--- src/hdl/websocket_frame_deframer_defines.svh ---
// assertion macros for the websocket frame deframer
`ifndef WEBSOCKET_FRAME_DEFRAMER_DEFINES_SVH
`define WEBSOCKET_FRAME_DEFRAMER_DEFINES_SVH

`ifndef SYNTHESIS
// clocked check, switched off while reset is asserted
`define WSD_ASSERT(lbl, clk, rst_n, prop) \
  lbl: assert property (@(posedge clk) disable iff (!(rst_n)) (prop)) \
    else $error("deframer check failed");
// clocked check that also holds during reset
`define WSD_ASSERT_ALWAYS(lbl, clk, prop) \
  lbl: assert property (@(posedge clk) (prop)) \
    else $error("deframer check failed");
`else
`define WSD_ASSERT(lbl, clk, rst_n, prop)
`define WSD_ASSERT_ALWAYS(lbl, clk, prop)
`endif

`endif

--- src/hdl/wsd_pkg.sv ---
// package with opcodes, result kinds, length codes, byte sizes and parser phases for the deframer
`timescale 1ns / 1ps

package wsd_pkg;

  // frame opcodes
  localparam logic [3:0] OP_CONT  = 4'h0;
  localparam logic [3:0] OP_TEXT  = 4'h1;
  localparam logic [3:0] OP_BIN   = 4'h2;
  localparam logic [3:0] OP_CLOSE = 4'h8;
  localparam logic [3:0] OP_PING  = 4'h9;

  // result kinds
  localparam logic [1:0] KIND_TEXT = 2'd0;
  localparam logic [1:0] KIND_BIN  = 2'd1;
  localparam logic [1:0] KIND_PING = 2'd2;

  // 7-bit length codes that announce an extended length
  localparam logic [6:0] LEN_EXT16 = 7'd126;
  localparam logic [6:0] LEN_EXT64 = 7'd127;

  // extended length and mask key sizes in bytes
  localparam logic [3:0] EXT16_BYTES = 4'd2;
  localparam logic [3:0] EXT64_BYTES = 4'd8;
  localparam logic [3:0] KEY_BYTES   = 4'd4;

  // parser phases
  typedef enum logic [2:0] {
    PH_HDR0,
    PH_HDR1,
    PH_EXT,
    PH_KEY,
    PH_PAY
  } phase_e;

endpackage

--- src/hdl/wsd_rx_if.sv ---
// byte stream channel into the deframer
`timescale 1ns / 1ps

interface wsd_rx_if;
  logic       valid;
  logic       ready;
  logic [7:0] rx_byte;

  modport source (output valid, output rx_byte, input ready);
  modport sink   (input valid, input rx_byte, output ready);
endinterface

--- src/hdl/wsd_res_if.sv ---
// result channel out of the deframer
`timescale 1ns / 1ps

interface wsd_res_if;
  logic       valid;
  logic       ready;
  logic [7:0] data_byte;
  logic       has_data;
  logic [1:0] kind;
  logic       message_last;
  logic       discard_previous;
  logic       close_event;

  modport source (
    output valid, output data_byte, output has_data, output kind,
    output message_last, output discard_previous, output close_event,
    input ready
  );
  modport sink (
    input valid, input data_byte, input has_data, input kind,
    input message_last, input discard_previous, input close_event,
    output ready
  );
endinterface

--- src/hdl/websocket_frame_deframer.sv ---
// websocket frame deframer: header parser, payload unmasking and result register
// Usage: received bytes arrive one per transaction on rx_i. Each byte either
// advances the header parser (flags and opcode, 7/16/64-bit length, mask key)
// or is a payload byte, which is unmasked and given on res_o together with
// the message kind, an end-of-message mark and a discard flag. Ping payload
// comes out with kind ping, a completed close frame gives one close_event
// transaction, after which every further byte is taken and dropped.
// Throughput: one byte per cycle while rx_i.ready is high. A byte is parsed in the
// cycle it is taken and its result sits in the result register from the next
// cycle on; the 64-bit length down-counter and its compare set the path.
// Skipped payload and bytes after close give no transaction; header bytes give
// none either, except the last header byte of an empty ping, close, message end
// or new message that abandons unfinished bytes.
// Stall: rx_i.ready is high while the result register is empty or is being
// taken in the same cycle, so a stalled receiver holds back at most one
// result and the input stops only while that result waits.
// Reset: rst_ni clears the parser to wait for a first header byte, with no
// open message, text as message type and the link open; no result is valid.
`timescale 1ns / 1ps
`include "websocket_frame_deframer_defines.svh"

module websocket_frame_deframer (
  input  logic      clk_i,
  input  logic      rst_ni,
  wsd_rx_if.sink    rx_i,
  wsd_res_if.source res_o
);

  // result register contents
  typedef struct packed {
    logic [7:0] data_byte;
    logic       has_data;
    logic [1:0] kind;
    logic       message_last;
    logic       discard_previous;
    logic       close_event;
  } res_t;

  // parser state
  wsd_pkg::phase_e phase_q, phase_d;
  logic        fin_q, fin_d;
  logic [3:0]  opcode_q, opcode_d;
  logic        masked_q, masked_d;
  logic [3:0]  ext_left_q, ext_left_d;
  logic [63:0] remaining_q, remaining_d;
  logic [31:0] mask_key_q, mask_key_d;
  logic [1:0]  mask_index_q, mask_index_d;
  logic        msg_open_q, msg_open_d;
  logic        msg_binary_q, msg_binary_d;
  logic        msg_has_bytes_q, msg_has_bytes_d;
  logic        closed_q, closed_d;

  // result register
  logic out_valid_q, out_valid_d;
  res_t res_q, res_d;
  logic emit;

  // decode
  logic        rx_take;
  logic        work;
  logic [7:0]  b;
  logic [6:0]  len7;
  logic [3:0]  ext_dec;
  logic [63:0] ext_shift;
  logic [31:0] key_shift;
  logic        hdr_fire;
  logic [63:0] hdr_rem;
  logic        pay_last;
  logic [7:0]  key_byte;
  logic [7:0]  plain;
  logic        is_data_op;
  logic        is_new_msg;

  assign rx_i.ready = !out_valid_q || res_o.ready;
  assign rx_take    = rx_i.valid && rx_i.ready;
  assign work       = rx_take && !closed_q;
  assign b          = rx_i.rx_byte;
  assign len7       = b[6:0];
  assign ext_dec    = ext_left_q - 4'd1;
  assign ext_shift  = {remaining_q[55:0], b};
  assign key_shift  = {mask_key_q[23:0], b};
  assign pay_last   = (remaining_q == 64'd1);
  assign key_byte   = mask_key_q[{2'd3 - mask_index_q, 3'd0} +: 8];
  assign plain      = b ^ key_byte;
  assign is_data_op = (opcode_q == wsd_pkg::OP_CONT) || (opcode_q == wsd_pkg::OP_TEXT) ||
                      (opcode_q == wsd_pkg::OP_BIN);
  assign is_new_msg = (opcode_q == wsd_pkg::OP_TEXT) || (opcode_q == wsd_pkg::OP_BIN);

  // end of header detection and the length it leaves
  always_comb begin
    hdr_fire = 1'b0;
    hdr_rem  = remaining_q;
    unique case (phase_q)
      wsd_pkg::PH_HDR1: begin
        hdr_fire = (len7 != wsd_pkg::LEN_EXT16) && (len7 != wsd_pkg::LEN_EXT64) && !b[7];
        hdr_rem  = {57'd0, len7};
      end
      wsd_pkg::PH_EXT: begin
        hdr_fire = (ext_dec == 4'd0) && !masked_q;
        hdr_rem  = ext_shift;
      end
      wsd_pkg::PH_KEY: begin
        hdr_fire = (ext_dec == 4'd0);
      end
      default: ;
    endcase
  end

  // next parser state
  always_comb begin
    phase_d         = phase_q;
    fin_d           = fin_q;
    opcode_d        = opcode_q;
    masked_d        = masked_q;
    ext_left_d      = ext_left_q;
    remaining_d     = remaining_q;
    mask_key_d      = mask_key_q;
    mask_index_d    = mask_index_q;
    msg_open_d      = msg_open_q;
    msg_binary_d    = msg_binary_q;
    msg_has_bytes_d = msg_has_bytes_q;
    closed_d        = closed_q;
    if (work) begin
      unique case (phase_q)
        wsd_pkg::PH_HDR0: begin
          fin_d        = b[7];
          opcode_d     = b[3:0];
          masked_d     = 1'b0;
          mask_key_d   = 32'd0;
          mask_index_d = 2'd0;
          ext_left_d   = 4'd0;
          remaining_d  = 64'd0;
          phase_d      = wsd_pkg::PH_HDR1;
        end
        wsd_pkg::PH_HDR1: begin
          masked_d = b[7];
          if (len7 == wsd_pkg::LEN_EXT16 || len7 == wsd_pkg::LEN_EXT64) begin
            remaining_d = 64'd0;
            ext_left_d  = (len7 == wsd_pkg::LEN_EXT16) ? wsd_pkg::EXT16_BYTES
                                                        : wsd_pkg::EXT64_BYTES;
            phase_d     = wsd_pkg::PH_EXT;
          end else begin
            remaining_d = hdr_rem;
            if (b[7]) begin
              ext_left_d = wsd_pkg::KEY_BYTES;
              phase_d    = wsd_pkg::PH_KEY;
            end
          end
        end
        wsd_pkg::PH_EXT: begin
          remaining_d = ext_shift;
          ext_left_d  = ext_dec;
          if (ext_dec == 4'd0 && masked_q) begin
            ext_left_d = wsd_pkg::KEY_BYTES;
            phase_d    = wsd_pkg::PH_KEY;
          end
        end
        wsd_pkg::PH_KEY: begin
          mask_key_d = key_shift;
          ext_left_d = ext_dec;
        end
        wsd_pkg::PH_PAY: begin
          mask_index_d = mask_index_q + 2'd1;
          remaining_d  = remaining_q - 64'd1;
          if (pay_last) begin
            phase_d = wsd_pkg::PH_HDR0;
          end
          if (is_data_op) begin
            if (is_new_msg) begin
              opcode_d = wsd_pkg::OP_CONT;
            end
            msg_has_bytes_d = 1'b1;
            msg_open_d      = 1'b1;
            if (pay_last && fin_q) begin
              msg_open_d      = 1'b0;
              msg_has_bytes_d = 1'b0;
            end
          end else if (opcode_q == wsd_pkg::OP_CLOSE && pay_last) begin
            closed_d = 1'b1;
          end
        end
        default: ;
      endcase

      // end of header actions
      if (hdr_fire) begin
        if (hdr_rem != 64'd0) begin
          if (is_new_msg) begin
            msg_binary_d = (opcode_q == wsd_pkg::OP_BIN);
            msg_open_d   = 1'b1;
          end
          phase_d = wsd_pkg::PH_PAY;
        end else begin
          phase_d = wsd_pkg::PH_HDR0;
          if (opcode_q == wsd_pkg::OP_CONT) begin
            if (fin_q) begin
              msg_open_d      = 1'b0;
              msg_has_bytes_d = 1'b0;
            end
          end else if (is_new_msg) begin
            msg_binary_d    = (opcode_q == wsd_pkg::OP_BIN);
            msg_has_bytes_d = 1'b0;
            msg_open_d      = !fin_q;
          end else if (opcode_q == wsd_pkg::OP_CLOSE) begin
            closed_d = 1'b1;
          end
        end
      end
    end
  end

  // result for the byte being taken
  always_comb begin
    emit  = 1'b0;
    res_d = '0;
    if (work) begin
      if (hdr_fire && hdr_rem == 64'd0) begin
        priority if (opcode_q == wsd_pkg::OP_CONT) begin
          emit               = fin_q && msg_has_bytes_q;
          res_d.kind         = {1'b0, msg_binary_q};
          res_d.message_last = 1'b1;
        end else if (is_new_msg) begin
          emit                   = msg_has_bytes_q;
          res_d.kind             = (opcode_q == wsd_pkg::OP_BIN) ? wsd_pkg::KIND_BIN
                                                                 : wsd_pkg::KIND_TEXT;
          res_d.discard_previous = 1'b1;
        end else if (opcode_q == wsd_pkg::OP_PING) begin
          emit               = 1'b1;
          res_d.kind         = wsd_pkg::KIND_PING;
          res_d.message_last = 1'b1;
        end else if (opcode_q == wsd_pkg::OP_CLOSE) begin
          emit              = 1'b1;
          res_d.close_event = 1'b1;
        end else begin
          emit = 1'b0;
        end
      end else if (phase_q == wsd_pkg::PH_PAY) begin
        priority if (is_data_op) begin
          emit                   = 1'b1;
          res_d.data_byte        = plain;
          res_d.has_data         = 1'b1;
          res_d.kind             = {1'b0, msg_binary_q};
          res_d.message_last     = pay_last && fin_q;
          res_d.discard_previous = is_new_msg && msg_has_bytes_q;
        end else if (opcode_q == wsd_pkg::OP_PING) begin
          emit               = 1'b1;
          res_d.data_byte    = plain;
          res_d.has_data     = 1'b1;
          res_d.kind         = wsd_pkg::KIND_PING;
          res_d.message_last = pay_last;
        end else if (opcode_q == wsd_pkg::OP_CLOSE) begin
          emit              = pay_last;
          res_d.close_event = 1'b1;
        end else begin
          emit = 1'b0;
        end
      end
    end
  end

  // result register valid
  always_comb begin
    out_valid_d = out_valid_q;
    if (emit) begin
      out_valid_d = 1'b1;
    end else if (res_o.ready) begin
      out_valid_d = 1'b0;
    end
  end

  // control registers
  always_ff @(posedge clk_i or negedge rst_ni) begin
    if (!rst_ni) begin
      phase_q         <= wsd_pkg::PH_HDR0;
      fin_q           <= 1'b0;
      opcode_q        <= wsd_pkg::OP_CONT;
      masked_q        <= 1'b0;
      ext_left_q      <= 4'd0;
      remaining_q     <= 64'd0;
      mask_key_q      <= 32'd0;
      mask_index_q    <= 2'd0;
      msg_open_q      <= 1'b0;
      msg_binary_q    <= 1'b0;
      msg_has_bytes_q <= 1'b0;
      closed_q        <= 1'b0;
      out_valid_q     <= 1'b0;
    end else begin
      phase_q         <= phase_d;
      fin_q           <= fin_d;
      opcode_q        <= opcode_d;
      masked_q        <= masked_d;
      ext_left_q      <= ext_left_d;
      remaining_q     <= remaining_d;
      mask_key_q      <= mask_key_d;
      mask_index_q    <= mask_index_d;
      msg_open_q      <= msg_open_d;
      msg_binary_q    <= msg_binary_d;
      msg_has_bytes_q <= msg_has_bytes_d;
      closed_q        <= closed_d;
      out_valid_q     <= out_valid_d;
    end
  end

  // result payload, loaded only with a new result
  always_ff @(posedge clk_i) begin
    if (emit) begin
      res_q <= res_d;
    end
  end

  assign res_o.valid            = out_valid_q;
  assign res_o.data_byte        = res_q.data_byte;
  assign res_o.has_data         = res_q.has_data;
  assign res_o.kind             = res_q.kind;
  assign res_o.message_last     = res_q.message_last;
  assign res_o.discard_previous = res_q.discard_previous;
  assign res_o.close_event      = res_q.close_event;

  // checks
  `WSD_ASSERT(a_bytes_imply_open, clk_i, rst_ni, msg_has_bytes_q |-> msg_open_q)
  `WSD_ASSERT(a_closed_sticky, clk_i, rst_ni, closed_q |=> closed_q)
  `WSD_ASSERT(a_payload_nonzero, clk_i, rst_ni,
    (phase_q == wsd_pkg::PH_PAY) |-> (remaining_q != 64'd0))
  `WSD_ASSERT(a_no_emit_closed, clk_i, rst_ni, closed_q |-> !emit)
  `WSD_ASSERT(a_close_no_data, clk_i, rst_ni,
    (out_valid_q && res_q.close_event) |-> (!res_q.has_data && !res_q.message_last))
  `WSD_ASSERT_ALWAYS(a_reset_idle, clk_i, !rst_ni |=> !out_valid_q)

endmodule
--- src/flat_wrapper.sv ---
// flat-port wrapper written by rule: the top's interface ports become plain ports
module websocket_frame_deframer_flat 
  (clk_i, rst_ni, rx_i_valid, rx_i_rx_byte, rx_i_ready, res_o_valid, res_o_data_byte, res_o_has_data, res_o_kind, res_o_message_last, res_o_discard_previous, res_o_close_event, res_o_ready);
  wsd_rx_if rx_i_i ();
  wsd_res_if res_o_i ();
  input  logic clk_i;
  input  logic rst_ni;
  input wire logic [$bits(rx_i_i.valid)-1:0] rx_i_valid;
  input wire logic [$bits(rx_i_i.rx_byte)-1:0] rx_i_rx_byte;
  output wire logic [$bits(rx_i_i.ready)-1:0] rx_i_ready;
  output wire logic [$bits(res_o_i.valid)-1:0] res_o_valid;
  output wire logic [$bits(res_o_i.data_byte)-1:0] res_o_data_byte;
  output wire logic [$bits(res_o_i.has_data)-1:0] res_o_has_data;
  output wire logic [$bits(res_o_i.kind)-1:0] res_o_kind;
  output wire logic [$bits(res_o_i.message_last)-1:0] res_o_message_last;
  output wire logic [$bits(res_o_i.discard_previous)-1:0] res_o_discard_previous;
  output wire logic [$bits(res_o_i.close_event)-1:0] res_o_close_event;
  input wire logic [$bits(res_o_i.ready)-1:0] res_o_ready;
  assign rx_i_i.valid = rx_i_valid;
  assign rx_i_i.rx_byte = rx_i_rx_byte;
  assign rx_i_ready = rx_i_i.ready;
  assign res_o_valid = res_o_i.valid;
  assign res_o_data_byte = res_o_i.data_byte;
  assign res_o_has_data = res_o_i.has_data;
  assign res_o_kind = res_o_i.kind;
  assign res_o_message_last = res_o_i.message_last;
  assign res_o_discard_previous = res_o_i.discard_previous;
  assign res_o_close_event = res_o_i.close_event;
  assign res_o_i.ready = res_o_ready;
  websocket_frame_deframer u_core (.clk_i(clk_i), .rst_ni(rst_ni), .rx_i(rx_i_i), .res_o(res_o_i));
endmodule
--- config.mk ---
export PLATFORM = sky130hd
export DESIGN_NAME = websocket_frame_deframer_flat
export DESIGN_NICKNAME = d
export VERILOG_FILES = /design/src/hdl/wsd_pkg.sv /design/src/hdl/wsd_rx_if.sv /design/src/hdl/wsd_res_if.sv /design/src/hdl/websocket_frame_deframer.sv /design/src/flat_wrapper.sv
export VERILOG_INCLUDE_DIRS = /design/src /design/src/hdl
export SDC_FILE = /design/constraint.sdc
export NUM_CORES = 1
export LEC_CHECK = 0
export BUFFER_PORTS_ARGS = -buffer_cell sky130_fd_sc_hd__buf_2
export CAP_MARGIN = 40
export CORE_ASPECT_RATIO = 0.75
export CORE_MARGIN = 2
export CORE_UTILIZATION = 35
export DETAILED_ROUTE_END_ITERATION = 12
export HOLD_SLACK_MARGIN = 0.06
export PLACE_DENSITY = 0.58
export SETUP_SLACK_MARGIN = 0.15
export SYNTH_ARGS = -nofsm -noshare
export SYNTH_HDL_FRONTEND = slang
export SYNTH_SLANG_ARGS = --single-unit
export TNS_END_PERCENT = 1
--- constraint.sdc ---
create_clock -name clk_i -period 3.5 [get_ports clk_i]
set_input_delay 0.525 -clock clk_i [delete_from_list [all_inputs] [get_ports clk_i]]
set_output_delay 0.525 -clock clk_i [all_outputs]
set_load 0.005 [all_outputs]
==> metrics.json <==
{
  "run_status": "finished, final reports clean",
  "detailed_place_hpwl_um": 14900,
  "layout_cell_share_with_drive_strength_beyond_1": 0.155,
  "die_area_mm2": 0.0226,
  "fp.dieW_um": 173,
  "grt_start_max_net_pins": 55,
  "count_of_maximum_capacitance_violations": 0,
  "n_antenna_cell": 0,
  "postSynthNetCount": 823,
  "clock_sink_count": 129,
  "yosys-top-cells-count": "115 x dfrtp_1, 82 x o21ai_0, 75 x nand2_1",
  "num_io_pins": 28,
  "synth_top_cells_by_area": "dfrtp_1 38%, edfxtp_1 5.6%, o21ai_0 5.5%",
  "via_per_inst": 6.02,
  "final.period_utilization": 0.891,
  "synthArstFlopShare": 0.891,
  "placement_rows": 46,
  "worstSetupEndpointType": "flop",
  "dr.pass1.iters": 5,
  "netlist_area_mm2": 0.00751,
  "cts_max_level": 4,
  "ys_seq_area_frac": 0.439,
  "post_drt_wl_per_cell_um": 19.5,
  "rsz_0062_raised_after_global_routing": "false",
  "multi_input_comb_area_mm2": 0.00394,
  "detail-route-antenna-nets": 0,
  "report.final.slew_viol_count": 0,
  "finalWirelength_um": 22100,
  "tritoncts": "done",
  "final_cell_count_no_fill": 1131,
  "starting_density": 0.356,
  "globalRouteOverflowTotal": 0,
  "post_cts_resize_count": 0,
  "timing.critical_path.required_ps": 3630,
  "place_inst": 1099,
  "die_h_um": 131,
  "cts_made_buffers": 17,
  "globalRouteTotalUtil": 0.202,
  "port_buffers": 27,
  "fin_worst_skew_ps": 12.8,
  "area.sequential_mm2": 0.00330,
  "ys.flop_type": "dfrtp_1",
  "clk_path_buf_depth": 2,
  "timing.setup.tns_ps": 0,
  "yosys.cell_types.count": 82,
  "drt-initial-drc-count": 889,
  "library_cell_occupying_the_most_area_in_the_post_synthesis_netlist": "dfrtp_1",
  "worstSkewPairLatency_ps": 440,
  "setup_ws_ps": 381,
  "final.min_clock_period_ps": 3120,
  "core_region_area_mm2": 0.0211,
  "hold_buffers": 0,
  "timing.critical_path.arrival_ps": 3250,
  "layout_filler_cell_count": 2098,
  "final_weighted_congestion_of_routability_driven_global_placement": 0.861,
  "syn-mean-instance-area_um2": 9.30,
  "grt_first_pass_wirelength_um": 35800,
  "vias_in_the_first_global_route": 6272,
  "worst-slew-pin-transition_ps": 838,
  "setup_viol": 0,
  "vias": 6811,
  "synthDominantCellAreaShare": 0.383,
  "placement.setup.worst_slack_ps": 388,
  "clk_pin_slew_worst_paths_ps": 60,
  "number_of_antenna_violations_at_the_first_check_in_global_routing": 0,
  "post-synth-top-count-cell": "dfrtp_1",
  "max_clock_freq_mhz": 321,
  "critical_path.max_fanout": 14,
  "drc": 0,
  "netlist_instances": 807,
  "worst-setup-path-type": "flop to flop",
  "ys_ff_latch": 129,
  "worstHoldPathType": "primary input to async pin",
  "buffer_type_at_the_clock_tree_root": "clkbuf_16",
  "timing.max_slew.rel_slack": 0.437,
  "synth_warnings": 0,
  "final_net_count": 846,
  "report.final.hold_viol_count": 0,
  "post-cts-setup-buffers": 0,
  "synth-edff-count": 14,
  "start_kind": "flop",
  "layout-area-overhead-vs-synth_pct": 15.1
}
## flip-flops by register name, indices dropped and copies added, names as in the netlist, 2 cells and up
| register | flops |
|---|---|
| u_core.mask_index_q | 2 |
| u_core.remaining_q | 64 |
| u_core.res_o.data_byte | 8 |
| u_core.opcode_q | 4 |
| u_core.ext_left_q | 4 |
| u_core.res_o.kind | 2 |
| u_core.phase_q | 3 |
| u_core.mask_key_q | 32 |
## final cells by class
class                           instances  area share
Multi-Input combinational cell        609       0.455
Timing Repair Buffer                   60      0.0450
Clock buffer                           17      0.0492
Inverter                               13     0.00565
Clock inverter                         15      0.0216
Tap cell                              288      0.0417
Sequential cell                       129       0.382
## worst paths after layout
check	startpoint	end	slack, ps	cells past startpoint
max	u_core.remaining_q[32]	u_core.res_o.close_event	380	7
min	rst_ni	u_core.remaining_q[3]	110	1
max reg2reg	u_core.remaining_q[32]	u_core.res_o.close_event	380	7
min reg2reg	u_core.mask_key_q[30]	u_core.mask_key_q[30]	500	1
max in group asynchronous	rst_ni	u_core.remaining_q[52]	2510	2
min in group clk_i	rx_i_rx_byte[1]	u_core.opcode_q[1]	460	3
## routing by layer
layer	track usage	wire, um
met3	0.0443	1760
met5	0	0
met4	0.0499	252
met1	0.318	11200
met2	0.274	8900
## through the flow
| stage | area, um^2 | hold WS, ps | utilization |
|---|---|---|---|
| finish | 8640 | 108 | 0.410 |
| global route | 8640 | 150 | 0.410 |
| CTS | 8640 | 146 | 0.410 |
| detailed placement | 8030 | 483 | 0.381 |
| global placement | 8020 | 481 | 0.381 |
| floorplan | 7510 | 229 | - |
## worst max-delay path, cell delays in order, from the launching register on
cell,delay [ps]
dfrtp_1,460
nor4_4,450
nand3_1,110
or4_1,610
o41ai_2,500
nand4_4,260
o21ai_1,190
buf_4,220
## cell usage in the layout, fill, tap and decap left out, drive strengths merged, types with 9 or more instances in the layout
cell	n
dfrtp	115
inv	20
clkbuf	17
xnor2	16
or3	9
or4	10
nand2b	12
a22o	36
nand2	75
o21ai	86
nand4	12
nand3	26
nor4	25
a21oi	33
buf	60
nor3	44
a22oi	29
nor2	64
edfxtp	14
o211ai	10
## logic make-up (layout without fill, tap and decap cells)
logic type	after synthesis	count (layout)	synth area share
flip-flops	129	129	0.439
multiplexers	12	12	0.0298
AO/OA/AOI/OAI	264	264	0.244
adder cells (fa/ha/maj)	4	4	0.00667
AND/OR/NAND/NOR	305	305	0.214
buffers and inverters	69	105	0.0390
XOR/XNOR	24	24	0.0280
Power is not shown: default switching activity piles up to over one toggle a cycle in this logic, so the estimate is an artifact.
